**src/mlpf_pkg.sv**
```systemverilog
// ---------------------------------------------------------------------------
// mlpf_pkg
// field widths, stream packing and status codes of the priority fifo
// ---------------------------------------------------------------------------
`timescale 1ns / 1ps

package mlpf_pkg;

    localparam int TASK_W    = 8;
    localparam int LEVEL_W   = 4;
    localparam int STATUS_W  = 2;

    localparam int S_TDATA_W = 16;
    localparam int S_TUSER_W = 1;
    localparam int M_TDATA_W = 16;
    localparam int M_TUSER_W = 3;

    typedef logic [STATUS_W-1:0] status_t;

    localparam logic ACT_ENQ = 1'b0;
    localparam logic ACT_DEQ = 1'b1;

    localparam status_t ST_OK    = 2'd0;
    localparam status_t ST_EMPTY = 2'd1;
    localparam status_t ST_DROP  = 2'd2;

endpackage

```
**src/multilevel_priority_fifo.sv**
```systemverilog
// a word's result is registered in the memory stage and then in the output register
// throughput: one word per cycle while s_axis_tready is high; each word makes at most one access to the entry memory
// the entry memory read is synchronous, so results pass through one memory stage
// reset: head, tail and occupancy of every level clear at once, no clearing pass
// entry memory contents are not reset; only written entries are ever read
// ---------------------------------------------------------------------------
// multilevel_priority_fifo
// per-level task fifos in one shared memory, dequeue from most urgent level
// ---------------------------------------------------------------------------
`timescale 1ns / 1ps

module multilevel_priority_fifo #(
    parameter int LEVELS          = 16,
    parameter int DEPTH_PER_LEVEL = 16,
    parameter int ID_WIDTH        = 8
) (
    input  logic                            clk,
    input  logic                            rst_n,
    input  logic                            s_axis_tvalid,
    output logic                            s_axis_tready,
    // [7:0] task_id, [11:8] level, [15:12] zero
    input  logic [mlpf_pkg::S_TDATA_W-1:0]  s_axis_tdata,
    // [0] action
    input  logic [mlpf_pkg::S_TUSER_W-1:0]  s_axis_tuser,
    output logic                            m_axis_tvalid,
    input  logic                            m_axis_tready,
    // [7:0] out_task_id, [11:8] out_level, [15:12] zero
    output logic [mlpf_pkg::M_TDATA_W-1:0]  m_axis_tdata,
    // [1:0] status, [2] all_empty
    output logic [mlpf_pkg::M_TUSER_W-1:0]  m_axis_tuser
);

    localparam int LVL_W     = $clog2(LEVELS);
    localparam int PTR_W     = $clog2(DEPTH_PER_LEVEL);
    localparam int CNT_W     = $clog2(DEPTH_PER_LEVEL + 1);
    localparam int ADDR_W    = LVL_W + PTR_W;
    localparam int MEM_DEPTH = LEVELS << PTR_W;

    typedef struct packed {
        logic                          deq_ok;
        logic [mlpf_pkg::LEVEL_W-1:0]  lvl;
        mlpf_pkg::status_t             status;
        logic                          all_empty;
    } result_ctl_t;

    // per-level control state
    logic [PTR_W-1:0] head_reg  [LEVELS];
    logic [PTR_W-1:0] head_next [LEVELS];
    logic [PTR_W-1:0] tail_reg  [LEVELS];
    logic [PTR_W-1:0] tail_next [LEVELS];
    logic [CNT_W-1:0] count_reg [LEVELS];
    logic [CNT_W-1:0] count_next[LEVELS];

    // entry memory
    logic [ID_WIDTH-1:0] entry_mem [MEM_DEPTH];
    logic [ID_WIDTH-1:0] rd_data_reg;

    // memory stage and output register
    logic        s1_valid_reg;
    logic        s1_valid_next;
    result_ctl_t s1_ctl_reg;
    result_ctl_t s1_ctl_next;
    logic                           out_valid_reg;
    logic                           out_valid_next;
    logic [mlpf_pkg::M_TDATA_W-1:0] out_data_reg;
    logic [mlpf_pkg::M_TDATA_W-1:0] out_data_next;
    logic [mlpf_pkg::M_TUSER_W-1:0] out_user_reg;
    logic [mlpf_pkg::M_TUSER_W-1:0] out_user_next;

    logic                          in_fire;
    logic                          in_act;
    logic [mlpf_pkg::TASK_W-1:0]   in_id;
    logic [mlpf_pkg::LEVEL_W-1:0]  in_level;
    logic [LVL_W-1:0]              enq_idx;
    logic                          enq_in_range;
    logic                          enq_full;
    logic                          enq_ok;
    logic [LVL_W-1:0]              deq_idx;
    logic                          deq_found;
    logic                          deq_ok;
    logic                          any_busy;
    logic                          out_free;
    logic [ADDR_W-1:0]             wr_addr;
    logic [ADDR_W-1:0]             rd_addr;
    logic [mlpf_pkg::TASK_W-1:0]   res_id;

    assign in_act   = s_axis_tuser[0];
    assign in_id    = s_axis_tdata[mlpf_pkg::TASK_W-1:0];
    assign in_level = s_axis_tdata[mlpf_pkg::TASK_W +: mlpf_pkg::LEVEL_W];

    assign out_free      = !out_valid_reg || m_axis_tready;
    assign s_axis_tready = !s1_valid_reg || out_free;
    assign in_fire       = s_axis_tvalid && s_axis_tready;

    assign enq_idx      = LVL_W'(in_level);
    assign enq_in_range = int'(in_level) < LEVELS;
    assign enq_full     = enq_in_range && (count_reg[enq_idx] == CNT_W'(DEPTH_PER_LEVEL));
    assign enq_ok       = (in_act == mlpf_pkg::ACT_ENQ) && enq_in_range && !enq_full;

    // priority encoder over non-empty levels, level 0 wins
    always_comb
    begin
        deq_idx   = '0;
        deq_found = 1'b0;
        for (int i = LEVELS - 1; i >= 0; i--)
        begin
            if (count_reg[i] != '0)
            begin
                deq_idx   = LVL_W'(i);
                deq_found = 1'b1;
            end
        end
    end

    assign deq_ok = (in_act == mlpf_pkg::ACT_DEQ) && deq_found;

    assign wr_addr = {enq_idx, tail_reg[enq_idx]};
    assign rd_addr = {deq_idx, head_reg[deq_idx]};

    // pointer and occupancy update, at most one level changes per word
    always_comb
    begin
        for (int i = 0; i < LEVELS; i++)
        begin
            head_next[i]  = head_reg[i];
            tail_next[i]  = tail_reg[i];
            count_next[i] = count_reg[i];
        end
        if (in_fire && enq_ok)
        begin
            tail_next[enq_idx]  = (tail_reg[enq_idx] == PTR_W'(DEPTH_PER_LEVEL - 1)) ?
                                  '0 : tail_reg[enq_idx] + 1'b1;
            count_next[enq_idx] = count_reg[enq_idx] + 1'b1;
        end
        if (in_fire && deq_ok)
        begin
            head_next[deq_idx]  = (head_reg[deq_idx] == PTR_W'(DEPTH_PER_LEVEL - 1)) ?
                                  '0 : head_reg[deq_idx] + 1'b1;
            count_next[deq_idx] = count_reg[deq_idx] - 1'b1;
        end
    end

    always_comb
    begin
        any_busy = 1'b0;
        for (int i = 0; i < LEVELS; i++)
        begin
            any_busy = any_busy | (count_next[i] != '0);
        end
    end

    // status of the word entering the memory stage
    always_comb
    begin
        s1_valid_next = s1_valid_reg;
        s1_ctl_next   = s1_ctl_reg;
        if (s_axis_tready)
        begin
            s1_valid_next         = s_axis_tvalid;
            s1_ctl_next.deq_ok    = deq_ok;
            s1_ctl_next.lvl       = deq_ok ? mlpf_pkg::LEVEL_W'(deq_idx) : '0;
            s1_ctl_next.all_empty = !any_busy;
            if (in_act == mlpf_pkg::ACT_ENQ)
            begin
                s1_ctl_next.status = enq_ok ? mlpf_pkg::ST_OK : mlpf_pkg::ST_DROP;
            end
            else
            begin
                s1_ctl_next.status = deq_ok ? mlpf_pkg::ST_OK : mlpf_pkg::ST_EMPTY;
            end
        end
    end

    assign res_id = s1_ctl_reg.deq_ok ? mlpf_pkg::TASK_W'(rd_data_reg) : '0;

    always_comb
    begin
        out_valid_next = out_valid_reg;
        out_data_next  = out_data_reg;
        out_user_next  = out_user_reg;
        if (out_free)
        begin
            out_valid_next = s1_valid_reg;
            out_data_next  = mlpf_pkg::M_TDATA_W'({s1_ctl_reg.lvl, res_id});
            out_user_next  = {s1_ctl_reg.all_empty, s1_ctl_reg.status};
        end
    end

    always_ff @(posedge clk or negedge rst_n)
    begin
        if (!rst_n)
        begin
            for (int i = 0; i < LEVELS; i++)
            begin
                head_reg[i]  <= '0;
                tail_reg[i]  <= '0;
                count_reg[i] <= '0;
            end
            s1_valid_reg  <= 1'b0;
            out_valid_reg <= 1'b0;
        end
        else
        begin
            head_reg      <= head_next;
            tail_reg      <= tail_next;
            count_reg     <= count_next;
            s1_valid_reg  <= s1_valid_next;
            out_valid_reg <= out_valid_next;
        end
    end

    always_ff @(posedge clk)
    begin
        s1_ctl_reg   <= s1_ctl_next;
        out_data_reg <= out_data_next;
        out_user_reg <= out_user_next;
    end

    // a slot written by one word is read no earlier than the next word, so the
    // written data is already in the array and no bypass is needed
    always_ff @(posedge clk)
    begin
        if (in_fire && enq_ok)
        begin
            entry_mem[wr_addr] <= ID_WIDTH'(in_id);
        end
    end

    // read data holds while the memory stage is stalled
    always_ff @(posedge clk)
    begin
        if (in_fire && deq_ok)
        begin
            rd_data_reg <= entry_mem[rd_addr];
        end
    end

    assign m_axis_tvalid = out_valid_reg;
    assign m_axis_tdata  = out_data_reg;
    assign m_axis_tuser  = out_user_reg;

endmodule

```
**config.mk**
```make
export PLATFORM = sky130hd
export DESIGN_NAME = multilevel_priority_fifo
export DESIGN_NICKNAME = d
export VERILOG_FILES = /design/src/mlpf_pkg.sv /design/src/multilevel_priority_fifo.sv
export SDC_FILE = /design/constraint.sdc
export NUM_CORES = 2
export LEC_CHECK = 0
export BUFFER_PORTS_ARGS = -buffer_cell sky130_fd_sc_hd__clkbuf_2
export CORE_ASPECT_RATIO = 0.8
export CORE_MARGIN = 2
export CORE_UTILIZATION = 40
export DETAILED_ROUTE_END_ITERATION = 16
export PLACE_DENSITY = 0.55
export SLEW_MARGIN = 20
export SYNTH_ARGS = -nofsm -noshare
export SYNTH_HDL_FRONTEND = slang
export SYNTH_SLANG_ARGS = --single-unit
```
**constraint.sdc**
```tcl
create_clock -name clk -period 4.9 [get_ports clk]
set_input_delay 0.245 -clock clk [delete_from_list [all_inputs] [get_ports clk]]
set_output_delay 0.245 -clock clk [all_outputs]
set_load 0.01 [all_outputs]
```
======== Yosys cells after proc, flatten, opt, wreduce, memory -nomap -nowiden ========
Memory sizes are Yosys's and may differ from the RTL's. A register that Yosys moved wholly into a read port is not among the register bits.
Index checks and enable logic that the tools add are counted.
word-level totals
  bits of input ports ..................... 21
  logic and storage cells ................. 197
  latch bits .............................. 0
  memory bits (read-only) ................. 0
  register bits after elaboration ......... 233
  memory bits (writable) .................. 2048
  memories kept ........................... 1
memory list
  name       words  width  rd ports  clocked after memory_dff  write ports  line                            RTL
  entry_mem  256    8      1         1                         1            multilevel_priority_fifo.sv:55  logic [ID_WIDTH-1:0] entry_mem [MEM_DEPTH];
operators by class
  $lt $le $gt $ge ......................... 4
  divide/modulo/power cells ............... 0
  add/sub/neg operators ................... 4
  $mul .................................... 0
  reductions and logical operators ........ 45
  bitwise gates (word level) .............. 18
  multiplexer cells ....................... 65
  shift operators ......................... 0
  eq/ne operators ......................... 3
operators by type and width
  operator                                                  count
  bitwise mux 80 bit                                        2
  2-to-1 mux 80 bit                                         2
  nonzero test 5 bit                                        32
  bitwise mux 64 bit                                        2
  2-to-1 mux 4 bit                                          24
  binary-select mux 5 bit (select 4 bit)                    2
  demux 5 bit (select 4 bit)                                2
  binary-select mux 4 bit (select 4 bit)                    2
  demux 4 bit (select 4 bit)                                2
  2-to-1 mux 5 bit                                          6
  2-to-1 mux 1 bit                                          19
  OR 1 bit                                                  15
  greater-or-equal comparator 5 bit, second input constant  2
  < comparator 5 x 1 -> 1 bit, second input constant        2
  NOT 4 -> 5 bit                                            2
  adder 4 x 1 -> 4 bit, second input constant               2
  equality test 4 bit, second input constant                2
  logical AND 1 bit                                         7
  adder 5 x 1 -> 5 bit, second input constant               1
  equality test 5 bit, second input constant                1
  subtractor 5 x 1 -> 5 bit, second input constant          1
  zero test 1 bit                                           4
  2-to-1 mux 2 bit                                          2
  logical OR 1 bit                                          2
  NOT 1 bit                                                 1

======== Logic depth before layout (Yosys ltp) ========
  word-level depth ........................ 41
  depth in mapped cells ................... 23
  mapped depth without buffers ............ 20

======== Worst setup path after synthesis ========
No wires, ideal clock.
  path kind ............................... in2reg
  from .................................... in s_axis_tdata[8] (netlist bit)
  to ...................................... reg s1_ctl_reg[0] (netlist bit), data pin
  library setup time ...................... 0.176 ns
  stages on the path ...................... 22
  data arrival time ....................... 5.026 ns
  path slack .............................. -0.302 ns
  cells stage by stage .................... clkbuf_1 > buf_2 > buf_1 > mux4_2 > mux4_2 > clkbuf_1 > inv_1 > ha_1 > nand2_1 > nor3_1 > nor4_2 > nand2b_1 > or2_2 > clkbuf_1 > nor2_1 > a21oi_1 > mux2i_1 > or4_1 > or4_1 > nor3_1 > nand4_1 > nor4_1
RTL lines
  element                 line                             RTL
  start: declaration      multilevel_priority_fifo.sv:22   input logic [mlpf_pkg::S_TDATA_W-1:0] s_axis_tdata,
  end signal: assignment  multilevel_priority_fifo.sv:214  s1_ctl_reg <= s1_ctl_next;
  end: declaration        multilevel_priority_fifo.sv:61   result_ctl_t s1_ctl_reg;

======== Worst setup path after layout ========
  from .................................... reg count_reg[44] (netlist bit)
  to ...................................... reg rd_data_reg[3], read port of entry_mem, data pin
on the way
  word-level cells in the longest chain between the ends .. 13
  elaborated cells between the ends (all ways) .. 23
  classes of those cells .................. mux: 19; bitwise: 1; reduce/logical: 3
ends and longest elaborated chain
  element                                              line                             RTL
  start: declaration                                   multilevel_priority_fifo.sv:51   logic [CNT_W-1:0] count_reg [LEVELS];
  start signal: assignment                             multilevel_priority_fifo.sv:206  count_reg <= count_next;
  nonzero test 5 bit *                                 multilevel_priority_fifo.sv:107  if (count_reg[i] != '0)
  2-to-1 mux 4 bit (8 in a row)                        multilevel_priority_fifo.sv:107
  NOT 4 -> 5 bit (implied by the code)                 multilevel_priority_fifo.sv:118  assign rd_addr = {deq_idx, head_reg[deq_idx]};
  binary-select mux 4 bit (select 4 bit)               multilevel_priority_fifo.sv:118
  2-to-1 mux 4 bit (implied by the code) (2 in a row)  multilevel_priority_fifo.sv:118
  end: declaration                                     multilevel_priority_fifo.sv:56   logic [ID_WIDTH-1:0] rd_data_reg;
Mark *: on every way between the ends. The rest lies on a longest branch, timed or not. The select of a mux whose other input is x is not followed.
A chain may end at the register's enable or synchronous reset.

==> out/metrics.cfg <==
[finish]
synthToLayoutAreaGrowth_pct = 25.6
finalNonFillerCells = 12300
fin_util = 0.504
finalNetCount = 8950
layout_commonest_cell = sky130_fd_sc_hd__nand2_1
drive_above_1_share = 0.238
layout.filler_cells = 20800
final-seq-area_mm2 = 0.0677
multi_input_comb_area_mm2 = 0.0270
most-common-layout-cells = 2,157 x sky130_fd_sc_hd__nand2_1, 2,079 x sky130_fd_sc_hd__edfxtp_1, 1,189 x sky130_fd_sc_hd__buf_4
largest_register_ff_count = 2048

[timing]
final-hold-violation-count = 22
slew_viol_final = 0
fin_worst_hold_slack_ps = -21.4
grt_setup_unrepaired = yes
tightest_slew_ps = 1080
min_period_over_period = 1.18
fin_crit_ps = 5780
fin_skew_ps = 68.2
clock.fmax_ghz = 0.173
finalSetupViolCount = 9
setup-tns-final_ps = -6930
slew-limit-headroom = 0.280
layout_setup_ws_ps = -879

[clocking]
htree_levels = 4
cts_buffers = 230
cts.reportedPaths.clkPinSlew_ps = 70
cts_tree = yes
clock_tree_root_buffer_cell = sky130_fd_sc_hd__clkbuf_16
sink_count_of_the_clock_tree = 2289
clock_tree.buffer_depth = 4
clk_lat_worst_skew_ps = 900

[synth]
synthXorXnorAreaFrac = 0.000736
synth_enable_flop_cells = 2079
postSynthRegisterBits = 2289
synth-compound-area-share = 0.0562
dominantRegCellSynth = sky130_fd_sc_hd__edfxtp_1
synth_mux_area_frac = 0.0338
synth_top_family_by_area = simple AND/OR/NAND/NOR gates
synth.yosys.warnings = 0
synth_sequential_area_ratio = 0.711
post_synth_inst_count = 7728
post_synth_fa_ha_maj_area_fraction = 0.00105
ys_types = 94
syn-mean-instance-area_um2 = 12.3
postSynth.asyncResetShare = 0.0917
post_synth_instance_area_mm2 = 0.0952
synth_simple_gate_area_share = 0.171

[global_route]
first_global_vias = 66700
number_of_antenna_violations_at_the_first_check_in_global_routing = 24
grt_first_pass_wirelength_mm = 496
grt_max_degree = 141
global_route.usage.total = 0.284
grt_remaining_overflow = 0

[power_and_ir_drop]
leakage_nw = 43.7
seqPwrFrac = 0.275
switching_share = 0.405
share_clk_of_total_power = 0.214
p_switching_mw = 32.8
powerDensity_mw_per_mm2 = 677
worst_ir_drop_vdd_v = 0.000406
power.combinational.fraction = 0.511
internal_power_mw = 48.1

[routing]
via_per_instance_ratio = 5.76
drt_pass1_iterations = 6
vias = 70700
final_routed_wirelength_mm = 352
detail-route-antenna-nets = 0
average_wire_length_per_cell_after_detail_routing_um = 28.7
drt_iter0_markers = 9562
drcViolationCount = 0

[die]
placementRows = 160
width_of_the_die_um = 549
floorplan.initialDensity = 0.402
dieHeight_um = 440
die_area_mm2 = 0.242
ios = 42
placeableCoreArea_mm2 = 0.237

[status]
failing_checks = hold timing, setup timing
outcome = finished with violations

[critical_path]
worst_r2r_endpoint = rd_data_reg[3]
worstSetupStartpointType = register
worstPathArrival_ps = 6410
critical-path-max-stage-delay_ps = 560
critical_path.slowest_cell = sky130_fd_sc_hd__or4_4
timing_worst_setup_path_type = reg2reg
timing.reg2reg.worst_path_depth = 24
setup.worst_path.end_class = register
timing.reg2reg.setup_slack_ps = -880
timing.rr.start = count_reg[44]
worstPathCellList = or4_4, buf_6, nor2_4, nand4_1, buf_4, a21o_1, buf_6, a21oi_4, buf_12, mux2i_4, o32ai_4, or3_4, nor4_4, buf_6, buf_12, buf_16, nand3_4, and3_4, nor4_4, a31oi_2, nor4_4, buf_4, nor2_2, or4_1
worstPathBufferInverterCount = 8
worstPathMaxFanout = 5
crit_required_ps = 5530
cpLargestDelayFamily = simple AND/OR/NAND/NOR gates

[placed_design]
placement.io_buffers = 33
detailedPlace.worstSlack_ps = -1840
routabilityCongestion = 1.01
detailed_place_hpwl_mm = 234
dp.cells = 11700

[min_path]
min-delay-path-class = in2async

[flow_run]
cap_viol_max_count = 0

[timing repair]
action / in CTS / in global routing
pin swaps: 55 / 81
buffers inserted: 69 / 65
setup endpoints to repair: 249 / 167
gates cloned: 17 / 12
hold buffers: 14 / 0
gates resized for setup: 275 / 248
endpoints found under the hold margin: 555 / 0
[cells in the mapped netlist (32+ instances only)]
master | n | area share
sky130_fd_sc_hd__buf_2 | 235 | 0.012
sky130_fd_sc_hd__a31oi_1 | 81 | 0.0053
sky130_fd_sc_hd__buf_4 | 46 | 0.0036
sky130_fd_sc_hd__nand2_1 | 2169 | 0.086
sky130_fd_sc_hd__nor2_1 | 401 | 0.016
sky130_fd_sc_hd__nor3_1 | 32 | 0.0017
sky130_fd_sc_hd__o21ai_0 | 227 | 0.012
sky130_fd_sc_hd__mux4_2 | 45 | 0.011
sky130_fd_sc_hd__and3_1 | 84 | 0.0055
sky130_fd_sc_hd__mux2_2 | 42 | 0.0050
sky130_fd_sc_hd__buf_1 | 46 | 0.0018
sky130_fd_sc_hd__dfrtp_1 | 210 | 0.055
sky130_fd_sc_hd__nand3_1 | 862 | 0.045
sky130_fd_sc_hd__mux2i_1 | 173 | 0.018
sky130_fd_sc_hd__a21oi_1 | 253 | 0.013
sky130_fd_sc_hd__edfxtp_1 | 2079 | 0.66
sky130_fd_sc_hd__nand4_1 | 64 | 0.0042
sky130_fd_sc_hd__clkbuf_1 | 174 | 0.0069
sky130_fd_sc_hd__nor4_1 | 34 | 0.0022
sky130_fd_sc_hd__o211ai_1 | 41 | 0.0032
[worst max-delay path by stage]
| stage | depth (start not counted) | endpoint | start | slack, ps |
|---|---|---|---|---|
| after floorplan | 18 | head_reg[51] | count_reg[6] | 10 |
| after global routing | 21 | rd_data_reg[3] | count_reg[2] | -970 |
| final | 24 | rd_data_reg[3] | count_reg[44] | -880 |
| after CTS | 20 | rd_data_reg[6] | count_reg[1] | -760 |
| after global placement | 17 | rd_data_reg[7] | count_reg[6] | -1780 |
| after detailed placement | 19 | rd_data_reg[7] | count_reg[6] | -1840 |
[cell type report]
type | instances | area share
Sequential cell | 2289 | 0.566
Multi-Input combinational cell | 4913 | 0.226
Timing Repair Buffer | 1462 | 0.114
Clock buffer | 301 | 0.0524
Tap cell | 3159 | 0.0331
Clock inverter | 114 | 0.00782
Inverter | 23 | 0.00100
Timing Repair inverter | 2 | 0.000230
Antenna cell | 7 | 0.000147
[metal layers]
metal | wire [um] | vias to the layer above | global-route usage | share of wire
met5 | 131 | - | 0 | 0.00037
met4 | 10900 | 16 | 0.0847 | 0.031
met3 | 40600 | 558 | 0.0656 | 0.12
met2 | 151000 | 3968 | 0.414 | 0.43
met1 | 149000 | 35600 | 0.421 | 0.42
li1 | - | 30600 | - | -
[per-stage QoR]
| stage | instance area, um2 | power (mW) |
|---|---|---|
| 5_1_grt | 120000 | 83.7 |
| 2_1_floorplan | 95200 | 38.9 |
| 6_report | 120000 | 80.9 |
| 3_5_place_dp | 108000 | 57.4 |
| 4_1_cts | 118000 | 78.0 |
| 3_3_place_gp | 108000 | 57.4 |
[power by group through the flow]
stage	Sequential, mW	Clock, mW	Combinational (mW)
global placement	22.6	0	34.8
detailed placement	22.6	0	34.8
CTS	22.2	17.5	38.2
floorplan	22.5	0	16.3
global route	22.3	18.2	43.2
finish	22.3	17.3	41.3
[cells by family (layout without fill, tap and decap cells)]
logic type / Yosys count / in the layout
muxes: 260 / 260
buffers and inverters: 529 / 1902
adders and majority gates: 8 / 8
xor gates and xnor gates: 8 / 8
AOI/OAI and AO/OA: 856 / 856
other: 1 / 11
and+or+nand+nor: 3777 / 3777
DFF: 2289 / 2289
Note: power is estimated with default switching activity, not from simulation.
